`config.mk`:
```
export PLATFORM = sky130hd
export DESIGN_NAME = gpsh_merge
export DESIGN_NICKNAME = d
export VERILOG_FILES = /design/src/rtl/gpsh_pkg.sv /design/src/rtl/gpsh_merge.sv
export SDC_FILE = /design/constraint.sdc
export NUM_CORES = 1
export LEC_CHECK = 0
export BUFFER_PORTS_ARGS = -buffer_cell sky130_fd_sc_hd__buf_4
export CAP_MARGIN = 20
export CORE_AREA = 5 5 152 154
export CTS_CLUSTER_DIAMETER = 200
export DETAILED_ROUTE_END_ITERATION = 8
export DIE_AREA = 0 0 157 159
export PLACE_DENSITY_LB_ADDON = 0.2
export SYNTH_ARGS = -nofsm -noshare
export SYNTH_HDL_FRONTEND = slang
export SYNTH_SLANG_ARGS = --single-unit
```
`constraint.sdc`:
```
create_clock -name clk -period 14.1 [get_ports clk]
set_input_delay 2.82 -clock clk [delete_from_list [all_inputs] [get_ports clk]]
set_output_delay 2.82 -clock clk [all_outputs]
set_load 0.02 [all_outputs]
```
`src/rtl/gpsh_pkg.sv`:
```
// Shared types, constants and helpers for the gait phase and swing height unit.
// No dependencies; imported by every module of the block.
package gpsh_pkg;

	localparam int NUM_LEGS       = 4;
	localparam int PHASE_BITS_DEF = 16;
	localparam int TIME_W         = 40;
	localparam int PER_W          = 24;

	localparam logic [24:0] ONE_Q24 = 25'h100_0000;

	// taylor coefficients of sin(x*pi/2) in Q24
	localparam logic [25:0] SC1 = 26'd26353589;
	localparam logic [25:0] SC3 = 26'd10837479;
	localparam logic [25:0] SC5 = 26'd1337020;
	localparam logic [25:0] SC7 = 26'd78547;
	localparam logic [25:0] SC9 = 26'd2692;

	localparam logic [31:0] PERIOD_RST = 32'd500000;
	localparam logic [31:0] SWING_RST  = 32'd50000;

	typedef enum logic [1:0] {
		REQ_CLEAR   = 2'd0,
		REQ_ADVANCE = 2'd1,
		REQ_QUERY   = 2'd2
	} req_t;

	typedef enum logic [2:0] {
		REG_PERIOD = 3'd0,
		REG_SWING  = 3'd1,
		REG_OFF0   = 3'd2,
		REG_OFF1   = 3'd3,
		REG_OFF2   = 3'd4,
		REG_OFF3   = 3'd5
	} reg_idx_t;

	// lane status seen by the top level and the merge stage
	typedef struct packed {
		logic busy;
		logic done;
	} lane_stat_t;

	// Q24 quarter sine to Q1.14: round half up, cap at one, apply sign
	function automatic logic [15:0] q14_finish(logic [27:0] r, logic neg);
		logic [27:0] t;
		logic [17:0] m;
		logic [15:0] c;
		t = r + 28'd512;
		m = t[27:10];
		c = (m > 18'd16384) ? 16'd16384 : m[15:0];
		return neg ? 16'(-c) : c;
	endfunction

endpackage

```
`src/rtl/gpsh_merge.sv`:
```
// Merge stage: waits for all lanes, then loads the response register.
// Depends on gpsh_pkg.
module gpsh_merge import gpsh_pkg::*; (
	input  logic                          clk,
	input  logic                          arst_n,
	input  lane_stat_t [NUM_LEGS-1:0]     stat,
	input  logic [NUM_LEGS-1:0][15:0]     lane_height,
	input  logic [NUM_LEGS-1:0][15:0]     lane_cosine,
	input  logic [NUM_LEGS-1:0][15:0]     lane_sine,
	input  logic                          rsp_ready,
	output logic                          take,
	output logic                          rsp_valid,
	output logic [NUM_LEGS-1:0][15:0]     height,
	output logic [NUM_LEGS-1:0][15:0]     cosine,
	output logic [NUM_LEGS-1:0][15:0]     sine
);

	logic                      valid_q;
	logic [NUM_LEGS-1:0][15:0] height_q, cosine_q, sine_q;
	logic [NUM_LEGS-1:0]       done_v;

	always_comb begin
		for (int i = 0; i < NUM_LEGS; i++) begin
			done_v[i] = stat[i].done;
		end
	end

	// load when every lane is done and the slot is free or draining
	assign take = (&done_v) && (!valid_q || rsp_ready);

	always_ff @(posedge clk or negedge arst_n) begin
		if (!arst_n) begin
			valid_q <= 1'b0;
		end else if (take) begin
			valid_q <= 1'b1;
		end else if (rsp_ready) begin
			valid_q <= 1'b0;
		end
	end

	// response payload
	always_ff @(posedge clk) begin
		if (take) begin
			height_q <= lane_height;
			cosine_q <= lane_cosine;
			sine_q   <= lane_sine;
		end
	end

	assign rsp_valid = valid_q;
	assign height    = height_q;
	assign cosine    = cosine_q;
	assign sine      = sine_q;

endmodule

```
* Word level (Yosys, flattened, before mapping) *
Cells that the tools add are included.

word-level totals
  latch bits = 0
  memories = 0
  input bits = 203
  memory bits (writable) = 0
  output and inout bits = 194
  bits in read-only memories = 0
  word-level logic and storage cells = 20
  flip-flop bits (word level) = 193

cells by class
  equality and inequality tests = 0
  reductions and logical operators = 5
  $lt $le $gt $ge = 0
  bitwise gates (word level) = 0
  div/mod/pow operators = 0
  muxes and demuxes = 2
  $add $sub $neg = 0
  $mul = 0
  shift operators = 0

operators by type and width
  operator             count
  AND reduction 4 bit  1
  two-way mux 1 bit    2
  nonzero test 2 bit   1
  logical AND 1 bit    1
  logical NOT 1 bit    1
  logical OR 1 bit     1

* Logic depth before layout (Yosys ltp) *
Gate-level depths: netlist of run 1.

  depth in word-level cells = 4
  mapped depth = 2
  depth with buffers taken out = 2

* Least setup slack after synthesis of run 1 *
Ideal clock, no wire load.

  path kind = input -> output
  start = input port stat[4] (netlist bit)
  end = output port take
  stages = 2
  data required time = 11.280 ns
  buffers on the path = 0
  arrival = 12.462 ns
  path slack = -1.182 ns
  path through = nand4_1 -> a21oi_1

on the way
  word-level cells in the longest chain between the ends = 2

ends and longest elaborated chain
  what                 RTL line          source
  start: declaration   gpsh_merge.sv:6   input lane_stat_t [NUM_LEGS-1:0] stat,
  AND reduction 4 bit  gpsh_merge.sv:29  assign take = (&done_v) && (!valid_q || rsp_ready);
  logical AND 1 bit    gpsh_merge.sv:29
  end: declaration     gpsh_merge.sv:11  output logic take,

Every way passes these cells.

* Worst setup path after layout of run 1 *
Same ends and word-level chain as after synthesis.

==> results of run 1 <==
-- sequential cells by signal, indices dropped and copies added, names as in the netlist --
| name | count |
|---|---|
| cosine | 64 |
| height | 64 |
| rsp_valid | 1 |
| sine | 64 |
-- area by class of cell --
class / count / area, sq um
clock inverter: 12 / 151
timing repair buffer: 395 / 2970
tap: 280 / 350
fill: 1941 / 11800
clock buffer: 18 / 429
multi-input combinational: 3 / 27.5
sequential: 193 / 5790
inverter: 2 / 7.51
-- power by group through the flow --
stage	combinational [mW]	clock, mW	sequential [mW]
CTS	0.0765	0.497	0.646
finish	0.0751	0.480	0.646
detailed placement	0.0765	0	0.659
floorplan	0.00425	0	0.674
global route	0.0802	0.524	0.647
global placement	0.0750	0	0.659
-- placed cells by master (no fill, tap or decap), drive strengths merged --
master / instances
nand4: 1
dfrtp: 1
a21oi: 1
bufinv: 2
o21ai: 1
clkinvlp: 3
inv: 9
buf: 395
edfxtp: 192
clkbuf: 18
-- cells by family (layout without fill, tap and decap cells) --
| family | after synthesis | count (layout) | synth area share |
|---|---|---|---|
| buffers and inverters | 2 | 427 | 0.00129 |
| DFF | 193 | 193 | 0.996 |
| AOI/OAI and AO/OA | 2 | 2 | 0.00172 |
| and+or+nand+nor | 1 | 1 | 0.00108 |
-- through the flow --
stage	util	hold slack [ps]	power (mW)	std cells	instance area, sq um
final	0.451	605	1.20	903	9720
after global routing	0.451	681	1.25	903	9720
after CTS	0.451	609	1.22	903	9720
after detailed placement	0.424	598	0.736	873	9140
after global placement	0.424	594	0.734	873	9140
after floorplan	-	638	0.678	198	5820
-- worst min-delay path by stage --
stage / start / endpoint / slack [ps]
floorplan: rsp_valid$_DFFE_PN0P_ / rsp_valid$_DFFE_PN0P_ / 640
finish: rsp_valid$_DFFE_PN0P_ / rsp_valid$_DFFE_PN0P_ / 600
global placement: rsp_valid$_DFFE_PN0P_ / rsp_valid$_DFFE_PN0P_ / 590
global route: rsp_valid$_DFFE_PN0P_ / rsp_valid$_DFFE_PN0P_ / 680
detailed placement: rsp_valid$_DFFE_PN0P_ / rsp_valid$_DFFE_PN0P_ / 600
CTS: rsp_valid$_DFFE_PN0P_ / rsp_valid$_DFFE_PN0P_ / 610
-- metal layers --
layer,wire length (microns),track usage
met5,0,0
met1,5480,0.132
met4,246,0.0406
met3,2050,0.0595
met2,8790,0.230
-- critical path, cell delays in order --
cell and delay (ps):
buf_4 80, nand4_1 150, a21oi_4 180, buf_4 170
==> metrics.txt, run 1 <==
status=complete, no violations; Remaining Overflow, GRT=0; Clock Tree Root=clkbuf_16; Max clock buf depth=2; Arr. time, crit path=3390 ps; Setup Viol. Count Final=0; Die H=159 microns; min cycle time layout=6210 ps; RSZ-0062 raised after global routing=false; Final Slew Violations=0; leading post-synthesis cells by cell area=edfxtp_1 99%, dfrtp_1 0.43%, inv_1 0.13%, nand4_1 0.11%, a21oi_1 0.086%; R2R setup slack=11460 ps; worst setup margin=7890 ps; net count reported at finish=815; Setup Crit Path Kind=input port to output pin; Reg power frac=0.538; Worst-Margin Slew=992 ps; antenna violations before repair=0; H-tree Lvls=4; post-route clock period utilization=0.441; Peak VDD IR=0.0753 mV; first-pass GRT wire length=23900 microns; Req. time, crit path=11280 ps; CP startpoint=stat[4]; area growth from synthesis to layout=67.2%; row count=54; Synth Cell Area=5810 sq um; maxcap violations=0; Final Skew=5.01 ps; dominant cell type by area after synthesis=edfxtp_1; commonest cells in the netlist=192 x edfxtp_1, 2 x inv_1; CP Capture Type=output pin; Clock transition at path regs=70 ps; largest net degree at the start of global routing=79; # diodes=0; Synth Area per Inst=29.4 sq um; pwr dens=124 nW/um^2; DRC Markers=0; TritonCTS clock tree=done; final wirelength=16600 microns; starting density of the core=0.270; Slew Limit Headroom=0.339; Post-CTS Hold Buffers=0; Yosys reg bits=193; Main synth FF type=edfxtp_1; Netlist cell types=6; core area=21600 sq um; combinational power share=0.063; most numerous cell in the Yosys netlist=edfxtp_1; EDFF count, synth=192; crit path capture=take; fmax=161 MHz; Reg2Reg Capture Point=cosine[18]$_DFFE_PP_; PortBufs=392; antenna viol nets, final=0; number of I/O pins=397; via count=3526; vias in the first global route=3972; Critical R2R Launch=rsp_valid$_DFFE_PN0P_; Die Area=25000 sq um; Wirelength per Cell=18.4 microns; Clk network pwr share=0.399; internal power=0.954 mW; Post-Syn Instances=198; routability cong.=0.775; Hold Path Stages=2; switching pwr=0.246 mW; sw frac=0.205; worst-path fanout max=2; post-CTS resize count=0; TritonCTS Buffers=17; hpwl dp=13100 microns; cells on worst reg2reg path=3; overall global routing resource usage=0.128; leakage=3.95 nW; Seq/Total Area, Yosys=0.996; post-synth top area share=0.992; Via density=3.90; YS warnings=0; clk sinks=193; initial DRC count=151; clk_lat worst skew=420 ps; ys async rst share=0.00518; sum of negative setup slack=0 ps; worst hold path type=register to register; syn_nets=401; share of cells above drive strength 1=0.682; die width=157 microns; # Post-CTS Setup Buffers=0; crit start category=input port; 1st-pass router iterations=4; Final Hold Fails=0; pre-CTS setup slack=7870 ps
Power figures use the tool's default switching activity.
==> inputs of run 2 (changes only) <==
--- a/config.mk
+++ b/config.mk
@@ -5,6 +5,7 @@
 export SDC_FILE = /design/constraint.sdc
 export NUM_CORES = 1
 export LEC_CHECK = 0
+export ABC_AREA = 1
 export BUFFER_PORTS_ARGS = -buffer_cell sky130_fd_sc_hd__buf_4
 export CAP_MARGIN = 20
 export CORE_AREA = 5 5 152 154
==> constraint.sdc (replaced) <==
create_clock -name clk -period 5.3 [get_ports clk]
set_input_delay 1.06 -clock clk [delete_from_list [all_inputs] [get_ports clk]]
set_output_delay 1.06 -clock clk [all_outputs]
set_load 0.02 [all_outputs]
==> metrics.txt, run 2 <==
pwr dens=321 nW/um^2 (+160%); GR Util met3=0.0661 (+0.00652); worst hold path type=input port to asynchronous set/reset pin; Final Slew Violations=0 (unchanged); TritonCTS clock tree=done; net count reported at finish=818 (+0.37%); ys async rst share=0.00518 (unchanged); slowest stage delay, CP=660 ps (+480 ps); most numerous cell in the Yosys netlist=edfxtp_1; core area=21600 sq um (unchanged); Yosys reg bits=193 (unchanged); # diodes=0 (unchanged); CP Capture Type=output pin; sum of negative setup slack=0 ps (unchanged); most frequent cells in the layout=392 x buf_4, 192 x edfxtp_1, 17 x clkbuf_16; post-synthesis compound-gate area fraction=0 (-0.00172); Via density=3.93 (+0.66%); antenna viol nets, final=0 (unchanged); worst-path fanout max=30 (+28); RSZ-0062 raised after global routing=false; Synth Cell Area=5830 sq um (+0.28%); Netlist cell types=6 (unchanged); overall global routing resource usage=0.127 (-0.00168); cell family with most CP delay=simple AND/OR/NAND/NOR gates; Synth Area in Adders=0 (unchanged); share of cells above drive strength 1=0.675 (-0.00702); min cycle time layout=3320 ps; first-pass GRT wire length=23700 microns (-1.1%); YS warnings=0 (unchanged); Die Area=25000 sq um (unchanged); Clock transition at path regs=70 ps (about the same); H-tree Lvls=4 (unchanged); Die H=159 microns (unchanged); starting density of the core=0.271 (+0.000755); fmax=301 MHz; Worst-Margin Slew=866 ps (-126 ps); clk sinks=193 (unchanged); area growth from synthesis to layout=66.5%; sw frac=0.214 (+0.00921); Clock Tree Root=clkbuf_16; Worst Path Buf+Inv=3 (+1); Remaining Overflow, GRT=0 (unchanged); Arr. time, crit path=2260 ps (-1130 ps); gr busiest metal=met2; Main synth FF type=edfxtp_1; via count=3569 (+1.2%); Setup Crit Path Kind=input port to output pin; WHS=399 ps (-206 ps); PortBufs=392 (unchanged); most common cell after layout, fill and taps aside=buf_4; Seq/Total Area, Yosys=0.993 (-0.00278); Final Skew=8.80 ps (+3.79 ps); Peak VDD IR=0.194 mV (+160%); routability cong.=0.772 (-0.46%); status=complete, no violations; Clk network pwr share=0.385 (-0.014); commonest cells in the netlist=192 x edfxtp_1, 4 x inv_1, 4 x nand2_1; critical path, cell by cell=buf_4, nand2_1, inv_1, nand2_1, nor2_4, buf_4; Max clock buf depth=2 (unchanged); Synth Area per Inst=28.7 sq um (-2.2%); number of I/O pins=397 (unchanged); Final Hold Fails=0 (unchanged); EDFF count, synth=192 (unchanged); post-synthesis xor/xnor area fraction=0 (unchanged); maxcap violations=0 (unchanged); clk_lat worst skew=420 ps (about the same); switching pwr=0.669 mW (+170%); Reg power frac=0.551 (+0.013); final wirelength=16500 microns (-0.33%); largest family of logic cells by synthesized area=simple AND/OR/NAND/NOR gates; vias in the first global route=3988 (+0.40%); dpl cell area=9150 sq um (+0.11%); slowest CP cell=nor2_4; DRC Markers=0 (unchanged); leading post-synthesis cells by cell area=edfxtp_1 99%, dfrtp_1 0.43%, inv_1 0.26%, nand2_1 0.26%, nor2_2 0.11%; Req. time, crit path=4240 ps (-7040 ps); met1 GRT Util=0.123 (-0.00895); dominant cell type by area after synthesis=edfxtp_1; post-CTS resize count=0 (unchanged); met2 usage=0.225 (-0.00527); 1st-pass router iterations=4 (unchanged); multiplexer area fraction after synthesis=0 (unchanged); initial DRC count=126 (-17%); row count=54 (unchanged); # Post-CTS Setup Buffers=0 (unchanged); syn_nets=406 (+1.2%); post-synth top area share=0.989 (-0.00277); fin area=9710 sq um (-0.15%); combinational power share=0.064 (about the same); Setup Viol. Count Final=0 (unchanged); crit start category=input port; largest net degree at the start of global routing=165 (+110%); leakage=3.95 nW (+0.21%); internal power=2.45 mW (+160%); Post-CTS Hold Buffers=0 (unchanged); TritonCTS Buffers=17 (unchanged); hpwl dp=12900 microns (-1.6%); Tot Pwr=3.12 mW (+160%); Post-Syn Instances=203 (+2.5%); Slew Limit Headroom=0.423 (+0.0837); post-route clock period utilization=0.627; Synth Area in Simple Gates=0.00429 (+0.00322); antenna violations before repair=0 (unchanged); Wirelength per Cell=18.2 microns (-0.88%); die width=157 microns (unchanged)
==> run 2: cell types whose count changed after synthesis, sizes merged <==
cell / before / now
inv: 2 / 4
o21ai: 1 / 0
nand2: 0 / 4
nor2: 0 / 2
nand4: 1 / 0
a21oi: 1 / 0
==> run 2: metrics by stage <==
step | util | setup WS [ps] | cells
floorplan | - | 159 | 203
CTS | 0.450 | 1960 | 908
global route | 0.450 | 1860 | 908
global placement | 0.425 | 1980 | 876
finish | 0.450 | 1980 | 908
detailed placement | 0.425 | 1960 | 876
==> run 2: cell families (layout without fill, tap and decap cells) <==
family / count (synthesis) / count (layout)
flops: 193 / 193
simple gates: 6 / 6
buf+inv: 4 / 429
==> run 2: final cells by class <==
cell class / instances / area [sq um]
Inverter: 4 / 15.0
Timing Repair Buffer: 393 / 2960
Sequential cell: 193 / 5790
Clock inverter: 14 / 126
Clock buffer: 18 / 429
Tap cell: 280 / 350
Fill cell: 1924 / 11800
Multi-Input combinational cell: 6 / 32.5
==> run 2: worst paths after layout <==
| check | start | cells after the start | end | slack, ps |
|---|---|---|---|---|
| worst min-delay path | arst_n | 1 | rsp_valid$_DFFE_PN0P_ | 400 |
| worst max-delay path | stat[0] | 6 | take | 1980 |
| max in group asynchronous | arst_n | 1 | rsp_valid$_DFFE_PN0P_ | 4820 |
| worst max register to register | rsp_valid$_DFFE_PN0P_ | 4 | cosine[39]$_DFFE_PP_ | 2930 |
| worst min register to register | rsp_valid$_DFFE_PN0P_ | 4 | rsp_valid$_DFFE_PN0P_ | 620 |
| min in group clk | rsp_valid$_DFFE_PN0P_ | 4 | rsp_valid$_DFFE_PN0P_ | 620 |
==> run 2: power by group through the flow <==
stage / logic [mW] / clock network [mW] / registers (mW)
4_1_cts: 0.205 / 1.25 / 1.72
2_1_floorplan: 0.0123 / 0 / 1.79
6_report: 0.201 / 1.20 / 1.72
5_1_grt: 0.214 / 1.31 / 1.72
3_5_place_dp: 0.205 / 0 / 1.75
3_3_place_gp: 0.201 / 0 / 1.75
==> run 2: metal layers <==
| metal | routed length [microns] | part of all wire | vias to the layer above |
|---|---|---|---|
| met5 | 0 | 0 | - |
| met4 | 347 | 0.021 | 0 |
| met3 | 2180 | 0.13 | 20 |
| met2 | 8790 | 0.53 | 230 |
| met1 | 5200 | 0.31 | 1679 |
| li1 | - | - | 1640 |
