File: config.mk
export PLATFORM = sky130hd
export DESIGN_NAME = gpsh_lane
export DESIGN_NICKNAME = d
export VERILOG_FILES = /design/src/rtl/gpsh_pkg.sv /design/src/rtl/gpsh_lane.sv
export SDC_FILE = /design/constraint.sdc
export NUM_CORES = 2
export LEC_CHECK = 0
export BUFFER_PORTS_ARGS = -buffer_cell sky130_fd_sc_hd__buf_2
export CAP_MARGIN = 20
export CORE_MARGIN = 2
export CORE_UTILIZATION = 60
export DETAILED_ROUTE_END_ITERATION = 12
export MAX_ROUTING_LAYER = met4
export PLACE_DENSITY = 0.8
export SLEW_MARGIN = 20
export SYNTH_ARGS = -nofsm -noshare
export SYNTH_HDL_FRONTEND = slang
export SYNTH_SLANG_ARGS = --single-unit
File: constraint.sdc
create_clock -name clk -period 15.75 [get_ports clk]
set_clock_uncertainty 0.05 [all_clocks]
set_input_delay 0.7875 -clock clk [delete_from_list [all_inputs] [get_ports clk]]
set_output_delay 0.7875 -clock clk [all_outputs]
set_load 0.1 [all_outputs]
File: src/rtl/gpsh_pkg.sv
// Shared types, constants and helpers for the gait phase and swing height unit.
// No dependencies; imported by every module of the block.
package gpsh_pkg;

	localparam int NUM_LEGS       = 4;
	localparam int PHASE_BITS_DEF = 16;
	localparam int TIME_W         = 40;
	localparam int PER_W          = 24;

	localparam logic [24:0] ONE_Q24 = 25'h100_0000;

	// taylor coefficients of sin(x*pi/2) in Q24
	localparam logic [25:0] SC1 = 26'd26353589;
	localparam logic [25:0] SC3 = 26'd10837479;
	localparam logic [25:0] SC5 = 26'd1337020;
	localparam logic [25:0] SC7 = 26'd78547;
	localparam logic [25:0] SC9 = 26'd2692;

	localparam logic [31:0] PERIOD_RST = 32'd500000;
	localparam logic [31:0] SWING_RST  = 32'd50000;

	typedef enum logic [1:0] {
		REQ_CLEAR   = 2'd0,
		REQ_ADVANCE = 2'd1,
		REQ_QUERY   = 2'd2
	} req_t;

	typedef enum logic [2:0] {
		REG_PERIOD = 3'd0,
		REG_SWING  = 3'd1,
		REG_OFF0   = 3'd2,
		REG_OFF1   = 3'd3,
		REG_OFF2   = 3'd4,
		REG_OFF3   = 3'd5
	} reg_idx_t;

	// lane status seen by the top level and the merge stage
	typedef struct packed {
		logic busy;
		logic done;
	} lane_stat_t;

	// Q24 quarter sine to Q1.14: round half up, cap at one, apply sign
	function automatic logic [15:0] q14_finish(logic [27:0] r, logic neg);
		logic [27:0] t;
		logic [17:0] m;
		logic [15:0] c;
		t = r + 28'd512;
		m = t[27:10];
		c = (m > 18'd16384) ? 16'd16384 : m[15:0];
		return neg ? 16'(-c) : c;
	endfunction

endpackage

File: src/rtl/gpsh_lane.sv
// One leg lane: phase by bit-serial remainder and division, then sine, cosine
// and swing height through one shared multiplier. Depends on gpsh_pkg.
module gpsh_lane import gpsh_pkg::*; #(
	parameter int PhaseBits = PHASE_BITS_DEF
) (
	input  logic                    clk,
	input  logic                    arst_n,
	input  logic                    start,
	input  logic                    take,
	input  logic [TIME_W-1:0]       time_us,
	input  logic [PER_W-1:0]        period_us,
	input  logic [15:0]             swing_height_um,
	input  logic signed [23:0]      offset_us,
	input  logic                    use_extra,
	input  logic [15:0]             extra_phase,
	output lane_stat_t              stat,
	output logic [15:0]             height,
	output logic signed [15:0]      cosine,
	output logic signed [15:0]      sine
);

	localparam int FracShift = 26 - PhaseBits;
	localparam logic [PhaseBits-1:0] Quarter = {2'b01, {(PhaseBits-2){1'b0}}};
	localparam logic [PhaseBits-1:0] Half    = {2'b10, {(PhaseBits-2){1'b0}}};
	localparam logic [5:0] ModLast = 6'd40;
	localparam logic [5:0] DivLast = 6'(PhaseBits - 1);

	// polynomial sequencer steps
	localparam logic [5:0] S_SIN_SQ   = 6'd0;
	localparam logic [5:0] S_SIN_C7   = 6'd1;
	localparam logic [5:0] S_SIN_C5   = 6'd2;
	localparam logic [5:0] S_SIN_C3   = 6'd3;
	localparam logic [5:0] S_SIN_C1   = 6'd4;
	localparam logic [5:0] S_SIN_END  = 6'd5;
	localparam logic [5:0] S_COS_SQ   = 6'd6;
	localparam logic [5:0] S_COS_C7   = 6'd7;
	localparam logic [5:0] S_COS_C5   = 6'd8;
	localparam logic [5:0] S_COS_C3   = 6'd9;
	localparam logic [5:0] S_COS_C1   = 6'd10;
	localparam logic [5:0] S_COS_END  = 6'd11;
	localparam logic [5:0] S_HGT_SQ   = 6'd12;
	localparam logic [5:0] S_HGT_EASE = 6'd13;
	localparam logic [5:0] S_HGT_END  = 6'd14;

	typedef enum logic [2:0] {ST_IDLE, ST_MOD, ST_DIV, ST_POLY, ST_DONE} state_t;

	state_t                 state_q;
	logic [5:0]             cnt_q;
	logic [40:0]            mag_q;
	logic                   neg_q;
	logic [PER_W-1:0]       per_q;
	logic [24:0]            rem_q;
	logic [PhaseBits-1:0]   quo_q;
	logic [24:0]            x2_q;
	logic [25:0]            acc_q;
	logic [15:0]            sin_q;
	logic [15:0]            cos_q;
	logic [15:0]            hgt_q;

	// start values: time sum and its magnitude
	logic signed [41:0]     tsum;
	logic [40:0]            tmag;
	logic [PER_W-1:0]       per_eff;
	assign tsum    = $signed({2'b00, time_us}) + 42'(offset_us);
	assign tmag    = tsum[41] ? 41'(-tsum) : tsum[40:0];
	assign per_eff = (period_us == '0) ? PER_W'(1) : period_us;

	// restoring remainder and division steps
	logic [24:0] per_x, rem_sh, rem_nx, rem_fix, rem_dv, rem_dnx;
	logic        ge_m, ge_d;
	assign per_x   = {1'b0, per_q};
	assign rem_sh  = {rem_q[23:0], mag_q[40]};
	assign ge_m    = rem_sh >= per_x;
	assign rem_nx  = ge_m ? rem_sh - per_x : rem_sh;
	assign rem_fix = (neg_q && rem_nx != '0) ? per_x - rem_nx : rem_nx;
	assign rem_dv  = {rem_q[23:0], 1'b0};
	assign ge_d    = rem_dv >= per_x;
	assign rem_dnx = ge_d ? rem_dv - per_x : rem_dv;

	// quarter-turn fractions for sine, cosine and height
	logic [PhaseBits-1:0] pc, ph, ext, ph_sel;
	logic [39:0]          ext_w;
	logic [24:0]          fs_s, fs_c, xs, xc, u;
	logic [25:0]          w;
	logic                 up, down, stance;
	assign pc     = quo_q + Quarter;
	assign ext_w  = {extra_phase, 24'b0} >> (40 - PhaseBits);
	assign ext    = ext_w[PhaseBits-1:0];
	assign ph     = use_extra ? quo_q + ext : quo_q;
	assign fs_s   = 25'(quo_q[PhaseBits-3:0]) << FracShift;
	assign fs_c   = 25'(pc[PhaseBits-3:0]) << FracShift;
	assign xs     = quo_q[PhaseBits-2] ? ONE_Q24 - fs_s : fs_s;
	assign xc     = pc[PhaseBits-2] ? ONE_Q24 - fs_c : fs_c;
	assign up     = ph <= Quarter;
	assign down   = !up && (ph <= Half);
	assign stance = !up && !down;
	assign ph_sel = up ? ph : ph - Quarter;
	assign u      = 25'(ph_sel) << FracShift;
	assign w      = 26'd50331648 - {u, 1'b0};

	// shared multiplier operand select
	logic [25:0] mul_a, mul_b, coef, acc_nx;
	logic [51:0] prod, prod_rnd;
	logic [27:0] psh;
	always_comb begin
		mul_a = '0;
		mul_b = '0;
		coef  = '0;
		unique case (cnt_q) inside
			S_SIN_SQ: begin
				mul_a = {1'b0, xs};
				mul_b = {1'b0, xs};
			end
			S_COS_SQ: begin
				mul_a = {1'b0, xc};
				mul_b = {1'b0, xc};
			end
			S_SIN_C7, S_COS_C7: begin
				mul_a = SC9;
				mul_b = {1'b0, x2_q};
				coef  = SC7;
			end
			S_SIN_C5, S_COS_C5: begin
				mul_a = acc_q;
				mul_b = {1'b0, x2_q};
				coef  = SC5;
			end
			S_SIN_C3, S_COS_C3: begin
				mul_a = acc_q;
				mul_b = {1'b0, x2_q};
				coef  = SC3;
			end
			S_SIN_C1, S_COS_C1: begin
				mul_a = acc_q;
				mul_b = {1'b0, x2_q};
				coef  = SC1;
			end
			S_SIN_END: begin
				mul_a = acc_q;
				mul_b = {1'b0, xs};
			end
			S_COS_END: begin
				mul_a = acc_q;
				mul_b = {1'b0, xc};
			end
			S_HGT_SQ: begin
				mul_a = {1'b0, u};
				mul_b = {1'b0, u};
			end
			S_HGT_EASE: begin
				mul_a = {1'b0, x2_q};
				mul_b = w;
			end
			S_HGT_END: begin
				mul_a = {10'b0, swing_height_um};
				mul_b = acc_q;
			end
			default: begin
				mul_a = '0;
				mul_b = '0;
			end
		endcase
	end
	assign prod     = mul_a * mul_b;
	assign psh      = prod[51:24];
	assign acc_nx   = coef - psh[25:0];
	assign prod_rnd = prod + 52'h80_0000;

	// lane state machine and result registers
	always_ff @(posedge clk or negedge arst_n) begin
		if (!arst_n) begin
			state_q <= ST_IDLE;
			cnt_q   <= '0;
			mag_q   <= '0;
			neg_q   <= 1'b0;
			per_q   <= '0;
			rem_q   <= '0;
			quo_q   <= '0;
			x2_q    <= '0;
			acc_q   <= '0;
			sin_q   <= '0;
			cos_q   <= '0;
			hgt_q   <= '0;
		end else begin
			unique case (state_q)
				ST_IDLE: begin
					if (start) begin
						mag_q   <= tmag;
						neg_q   <= tsum[41];
						per_q   <= per_eff;
						rem_q   <= '0;
						cnt_q   <= '0;
						state_q <= ST_MOD;
					end
				end
				ST_MOD: begin
					mag_q <= {mag_q[39:0], 1'b0};
					if (cnt_q == ModLast) begin
						rem_q   <= rem_fix;
						cnt_q   <= '0;
						state_q <= ST_DIV;
					end else begin
						rem_q <= rem_nx;
						cnt_q <= cnt_q + 6'd1;
					end
				end
				ST_DIV: begin
					rem_q <= rem_dnx;
					quo_q <= {quo_q[PhaseBits-2:0], ge_d};
					if (cnt_q == DivLast) begin
						cnt_q   <= S_SIN_SQ;
						state_q <= ST_POLY;
					end else begin
						cnt_q <= cnt_q + 6'd1;
					end
				end
				ST_POLY: begin
					cnt_q <= cnt_q + 6'd1;
					case (cnt_q) inside
						S_SIN_SQ, S_COS_SQ, S_HGT_SQ: x2_q <= psh[24:0];
						S_SIN_C7, S_SIN_C5, S_SIN_C3, S_SIN_C1,
						S_COS_C7, S_COS_C5, S_COS_C3, S_COS_C1: acc_q <= acc_nx;
						S_SIN_END: sin_q <= q14_finish(psh, quo_q[PhaseBits-1]);
						S_COS_END: cos_q <= q14_finish(psh, pc[PhaseBits-1]);
						S_HGT_EASE: acc_q <= down ? 26'(ONE_Q24) - psh[25:0] : psh[25:0];
						S_HGT_END: begin
							hgt_q   <= stance ? 16'd0 : prod_rnd[39:24];
							state_q <= ST_DONE;
						end
						default: acc_q <= acc_q;
					endcase
				end
				ST_DONE: begin
					if (take) begin
						state_q <= ST_IDLE;
					end
				end
				default: state_q <= ST_IDLE;
			endcase
		end
	end

	assign stat.busy = state_q != ST_IDLE;
	assign stat.done = state_q == ST_DONE;
	assign height    = hgt_q;
	assign cosine    = cos_q;
	assign sine      = sin_q;

endmodule

# Word level (Yosys, flattened, before mapping)
# Cells that the tools add are included.
# W data, S select, Z words.
[totals]
register_bits = 214
out_inout_bits = 50
elab_cells = 146
[classes]
n_addsub = 17
multipliers = 1
magnitude_cmp = 5
n_eq_ne = 32
mux = 41
n_bitwise = 5
n_reduce_logical = 33
[op_table]
columns = ["cell", "n"]
rows = [
  ["$pmux W26 S7", 1],
  ["$pmux W26 S6", 1],
  ["$mux W26", 5],
  ["$mux W24", 5],
  ["$pmux W25 S4", 1],
  ["$mux W41", 2],
  ["$pmux W41 S2", 1],
  ["$mux W16", 5],
  ["$mux W25", 3],
  ["$pmux W24 S3", 1],
  ["$mul A26 B26 Y52", 1],
  ["$ge A25 B24 Y1", 2],
  ["$sub A25 B24 Y25 const A", 2],
  ["$eq A6 B4 Y1 const B", 8],
  ["$sub A24 B24 Y24", 2],
  ["$add A41 B24 Y42", 1],
  ["$neg A41 Y41", 1],
  ["$add A40 B24 Y40 const B", 1],
  ["$mux W3", 10],
  ["$add A28 B10 Y28 const B", 1],
  ["$sub A25 B26 Y26", 1],
  ["$sub A25 B26 Y26 const A", 1],
  ["$sub A26 B26 Y26 const A", 1],
  ["$reduce_bool A25 Y1", 1],
  ["other kinds (38)", 76],
]

# Depth between registers and ports, before layout
[logic_depth]
ltp_word = 13
depth_mapped = 59
ltp_nobuf = 54

# Worst setup path after synthesis
# OpenSTA, ideal clock, no wires.
[synth_timing]
path_type = "input port to flip-flop"
start = "input port extra_phase[0]"
end = "register sin_q[14] (netlist: sine[14])"
setup_time_ns = 0.124
t_arrival_ns = 13.745
slack_ns = 1.831
stages = 59
path_cell_list = "ha_1 > inv_1 > fa_1 > nor2b_1 > o21ai_0 > a21boi_0 > o21a_1 > o21ai_0 > a21oi_1 > or4_1 > a31oi_1 > nand4_1 > or2_2 > nor2b_1 > a21oi_1 > nand2b_1 > clkbuf_1 > nand3_1 > [... 23 more ...] > and2_1 > clkbuf_1 > ha_1 > o21ai_1 > nor4_4 > nand2_2 > or4_1 > a2111o_1 > o21a_1 > buf_6 > nor2_1 > nand3_1 > ha_1 > buf_2 > clkbuf_1 > nand2_1 > o32ai_1 > a211o_1"
[synth_via]
elab_chain_cells = 12
[synth_rtl]
columns = ["element", "line", "text"]
rows = [
  ["from (decl)", "gpsh_lane.sv:15", "input logic [15:0] extra_phase,"],
  ["$add A16 B16 Y16 (*)", "gpsh_lane.sv:89", "assign ph = use_extra ? quo_q + ext : quo_q;"],
  ["$mux W16 (*)", "gpsh_lane.sv:89", ""],
  ["$sub A15 B15 Y15 / $le A16 B15 Y1 (equally long branches)", "gpsh_lane.sv:97, gpsh_lane.sv:94", ""],
  ["$mux W15 (*)", "gpsh_lane.sv:97", "assign ph_sel = up ? ph : ph - Quarter;"],
  ["$sub A26 B26 Y26", "gpsh_lane.sv:99", "assign w = 26'd50331648 - {u, 1'b0};"],
  ["$pmux W26 S6", "gpsh_lane.sv:109", "unique case (cnt_q) inside"],
  ["$mul A26 B26 Y52 (*)", "gpsh_lane.sv:164", "assign prod = mul_a * mul_b;"],
  ["net prod[33]", "gpsh_lane.sv:103", "logic [51:0] prod, prod_rnd;"],
  ["$add A28 B10 Y28 (*)", "gpsh_pkg.sv:48", "t = r + 28'd512;"],
  ["$gt A18 B15 Y1", "gpsh_pkg.sv:50", "c = (m > 18'd16384) ? 16'd16384 : m[15:0];"],
  ["$mux W16 (*)", "gpsh_pkg.sv:50", ""],
  ["$neg A16 Y16", "gpsh_pkg.sv:51", "return neg ? 16'(-c) : c;"],
  ["$mux W16 (*)", "gpsh_pkg.sv:51", ""],
  ["to (signal assigned)", "gpsh_lane.sv:223", "S_SIN_END: sin_q <= q14_finish(psh, quo_q[PhaseBits-1]);"],
  ["to (decl)", "gpsh_lane.sv:56", "logic [15:0] sin_q;"],
]
# Mark *: on every way through the listed nets, which the timed path passes. The rest lies on a longest branch.
# A chain may end at the register's enable or synchronous reset.

# Worst setup path after layout
[layout_timing]
start = "register quo_q[1]"
end = "register acc_q[24]"
[layout_via]
elab_chain_cells = 13
[layout_rtl]
columns = ["element", "line", "text"]
rows = [
  ["from (decl)", "gpsh_lane.sv:53", "logic [PhaseBits-1:0] quo_q;"],
  ["from (signal assigned)", "gpsh_lane.sv:209", "quo_q <= {quo_q[PhaseBits-2:0], ge_d};"],
  ["$add A16 B16 Y16", "gpsh_lane.sv:89", ""],
  ["$mux W16", "gpsh_lane.sv:89", ""],
  ["$sub A15 B15 Y15 / $le A16 B15 Y1 (equally long branches)", "gpsh_lane.sv:97, gpsh_lane.sv:94", ""],
  ["$mux W15", "gpsh_lane.sv:97", ""],
  ["$sub A26 B26 Y26", "gpsh_lane.sv:99", ""],
  ["$pmux W26 S6", "gpsh_lane.sv:109", ""],
  ["$mul A26 B26 Y52", "gpsh_lane.sv:164", ""],
  ["$sub A25 B26 Y26", "gpsh_lane.sv:225", "S_HGT_EASE: acc_q <= down ? 26'(ONE_Q24) - psh[25:0] : psh[25:0];"],
  ["$mux W26", "gpsh_lane.sv:225", ""],
  ["$mux W26 (3 in a row)", "gpsh_lane.sv:219", "case (cnt_q) inside"],
  ["$mux W26 (*)", "gpsh_lane.sv:219", ""],
  ["to (signal assigned)", "gpsh_lane.sv:222", "S_COS_C7, S_COS_C5, S_COS_C3, S_COS_C1: acc_q <= acc_nx;"],
  ["to (signal assigned)", "gpsh_lane.sv:225", ""],
  ["to (signal assigned)", "gpsh_lane.sv:230", "default: acc_q <= acc_q;"],
  ["to (decl)", "gpsh_lane.sv:55", "logic [25:0] acc_q;"],
]
# Every way passes the cells marked *; elsewhere a longest branch is shown, timed or not. The select of a mux whose other input is x is not followed.

==> results.md <==
- Yosys warns: 0
- WP data arrival: 15190 ps
- Final WL: ~150 mm
- Max_slew headroom: 0.230
- Layout cells sized above 1: 0.0815
- Residual DRC count: 0
- Hold_buf cts: 0
- Critical path class: flop to flop
- Post-Syn Nets: ~6400
- Worst-margin pin slew: 1150 ps
- Worst min path class: input pin to asynchronous set/reset pin
- XOR/XNOR share of the synthesized area: 0.0552
- Fin crit period: between 10000 and 15000 ps
- Post-synthesis cell area: around 43000 um2
- Setup violators final: 0
- Number of vias per cell: roughly 6.3
- Grt total ovfl: 0
- Buffers & Inverters on Critical Path: 4
- First-pass GRT wire length: between 200 and 250 mm
- DR iter-0 viols: roughly 4600
- CTS Buffer Depth: 3
- R2R Setup Slk: roughly 1000 ps
- Htree depth: 1
- Unrepaired setup endpoints after global routing: false
- Syn Inst Count: about 5400
- Final setup TNS: 0 ps
- Die area: ~74000 um2
- Fmax: roughly 0.068 GHz
- CP max-delay cell: xnor2_1
- Place WS: around 260 ps
- Seq cells post-synth: approximately 210
- Post-synth EDFFs: 0
- Unique masters post-synth: 96
- Crit-path most repeated cell: fa_1
- Vias in the first global route: between 40000 and 50000
- Worst path required time: around 16000 ps
- CTS Sinks: roughly 210
- Area grow syn2layout: 7.12%
- Placed cells: 6326
- Post-CTS setup buffer count: 0
- Num ports: roughly 180
- Row count: roughly 100
- Die Wd: between 200 and 300 um
- Total CTS buffers: 27
- Fin crit share: 0.935
- Largest family of logic cells by synthesized area: adder cells
- Seq/Total Area, Yosys: 0.124
- Fillers: approximately 6300
- Core ar.: 71400 um2
- Fin. max-slew vios: 0
- NumNets Final: ~6400
- Compound-cell area share of the yosys netlist: 0.177
- Top cell type's share of synthesized area: 0.269
- Synth Area in Adders: 0.363
- Port buffer count: approximately 170
- CP delay by family, top: adder cells
- Post-DRT Antenna Nets: 0
- Worst setup margin: around 1000 ps
- Clock transition at path regs: roughly 60 ps
- Average wire per standard cell: around 23 um
- Post-DP HPWL: about 120 mm
- Post-synthesis mux area share: 0.00861
- TritonCTS clock tree: done
- Max cap viols: 0
- Post-CTS resize count: 0
- Initial antenna violation count: 4
- Crit end category: flop
- Status: finished clean
- Vias: about 40000
- Largest net degree at the start of global routing: around 80
- Biggest area consumer among synthesized cells: fa_1
- Worst Setup Start Kind: flop
- GRT Total Usage: 0.417
- Post-Synth Simple-Gate Area: 0.182
- Main synth FF type: dfrtp_1
- Fin cells: roughly 6400
- Largest stage delay, worst path: 820 ps
- RD Place Congestion: around 1.1
- Chip height: around 270 um
- Worst Path Max Fanout: 10
- Final Hold Vio Count: 0
- Clock root buffer: clkbuf_16
- Mapped Avg Cell Area: between 8 and 9 um2
- First-pass detailed-route iteration total: 8
- Initial Util: 0.605
- Synth top area cells: fa_1 27%, dfrtp_1 12%, ha_1 9.5%, nand2_1 6.7%, inv_1 6.4%
- Post-synth ARST share: 1.00
- Worst skew pair latency: around 610 ps
[cells by family after synthesis]
group,after synthesis
AO/OA/AOI/OAI,1144
XOR/XNOR,272
adder cells (fa/ha/maj),905
buffers and inverters,1026
flip-flops,214
multiplexers,35
other,1
AND/OR/NAND/NOR,1767
[through the flow]
| step | utilization | instance area (um2) | hold slack (ps) |
|---|---|---|---|
| finish | 0.648 | 46200 | 65.8 |
| global route | 0.648 | 46200 | 130 |
| CTS | 0.646 | 46100 | 89.5 |
| detailed placement | 0.634 | 45200 | 412 |
| global placement | 0.634 | 45200 | 399 |
| floorplan | - | 43100 | 400 |
[worst reg2reg max path, delay by kind of cell, from the launching register on]
| family | cells | cell delay [ps] |
|---|---|---|
| AO/OA/AOI/OAI | 14 | 3320 |
| AND/OR/NAND/NOR | 17 | 4430 |
| buffers and inverters | 4 | 510 |
| adder cells (fa/ha/maj) | 10 | 4950 |
| XOR/XNOR | 2 | 950 |
| flip-flops | 1 | 460 |
[routing by layer]
metal | track usage | vias to the layer above | routed length (um)
met2 | 0.613 | 2454 | 63700
met5 | - | - | 0
met1 | 0.550 | 19500 | 58500
met4 | 0.181 | 0 | 8350
met3 | 0.102 | 494 | 17700
li1 | - | 17900 | -
[placed cells by master (no fill, tap or decap), types with 63 or more instances in the layout]
master   synthesis  final
dfrtp_1        214    213
nor3_1          71     70
xor2_1          90     89
o21ai_0        290    289
fa_1           579    579
buf_4            0    122
nand2_1        768    768
xnor2_1        182    181
inv_1          736    736
ha_1           326    325
a21o_1          76     76
nand3_1         75     74
a22oi_1         63     63
nor2_1         505    504
a21oi_1        243    241
buf_2            6    173
[registers in the layout (all words and copies together), names as in the netlist]
name and flops:
mag_q 41, acc_q 26, x2_q 25, per_q 24
rem_q 24, cosine 16, height 16, quo_q 16
sine 16, cnt_q 6, state_q 3, neg_q 1
[path summary, 6_finish.rpt]
| path | to | depth (start not counted) | startpoint |
|---|---|---|---|
| min reg2reg | cosine[11] | 2 | cosine[11] |
| min | mag_q[22] | 1 | arst_n |
| max in group asynchronous | rem_q[13] | 2 | arst_n |
| max reg2reg | acc_q[24] | 47 | quo_q[1] |
| min in group clk | per_q[1] | 3 | period_us[1] |
| max | acc_q[24] | 47 | quo_q[1] |
[cell type report]
type / count / area, um2 / share of cell area
antenna: 3 / 7.51 / 0.000162
timing repair buffer: 297 / 1810 / 0.0391
clock inverter: 16 / 183 / 0.00395
sequential: 214 / 5360 / 0.116
inverter: 741 / 2780 / 0.0602
tap: 950 / 1190 / 0.0257
multi-input combinational: 4124 / 34200 / 0.739
clock buffer: 33 / 728 / 0.0158
[synthesized netlist by cell type (12+ instances only)]
cell	number
and4_1	15
a21oi_1	243
or4_1	12
a221oi_1	20
nand3b_1	15
o21bai_1	36
or3_1	28
o21ai_0	290
inv_1	736
o221ai_1	19
nor4_1	29
o31ai_1	39
a221o_1	32
and3_1	28
fa_1	579
mux2i_1	20
clkbuf_1	267
ha_1	326
nor3_1	71
o22ai_1	16
mux2_2	14
nand2_1	768
a31oi_1	31
a211o_1	25
nor2_1	505
nand3_1	75
xor2_1	90
nand4_1	35
a22o_1	20
a211oi_1	28
nand2b_1	37
o21a_1	28
o211ai_1	36
dfrtp_1	214
o41ai_1	17
a21o_1	76
a22oi_1	63
and2_1	59
nor2b_1	34
a311oi_1	16
or2_2	25
xnor2_1	182
Power is not shown: default switching activity piles up to over one toggle a cycle in this logic, so the estimate is an artifact.
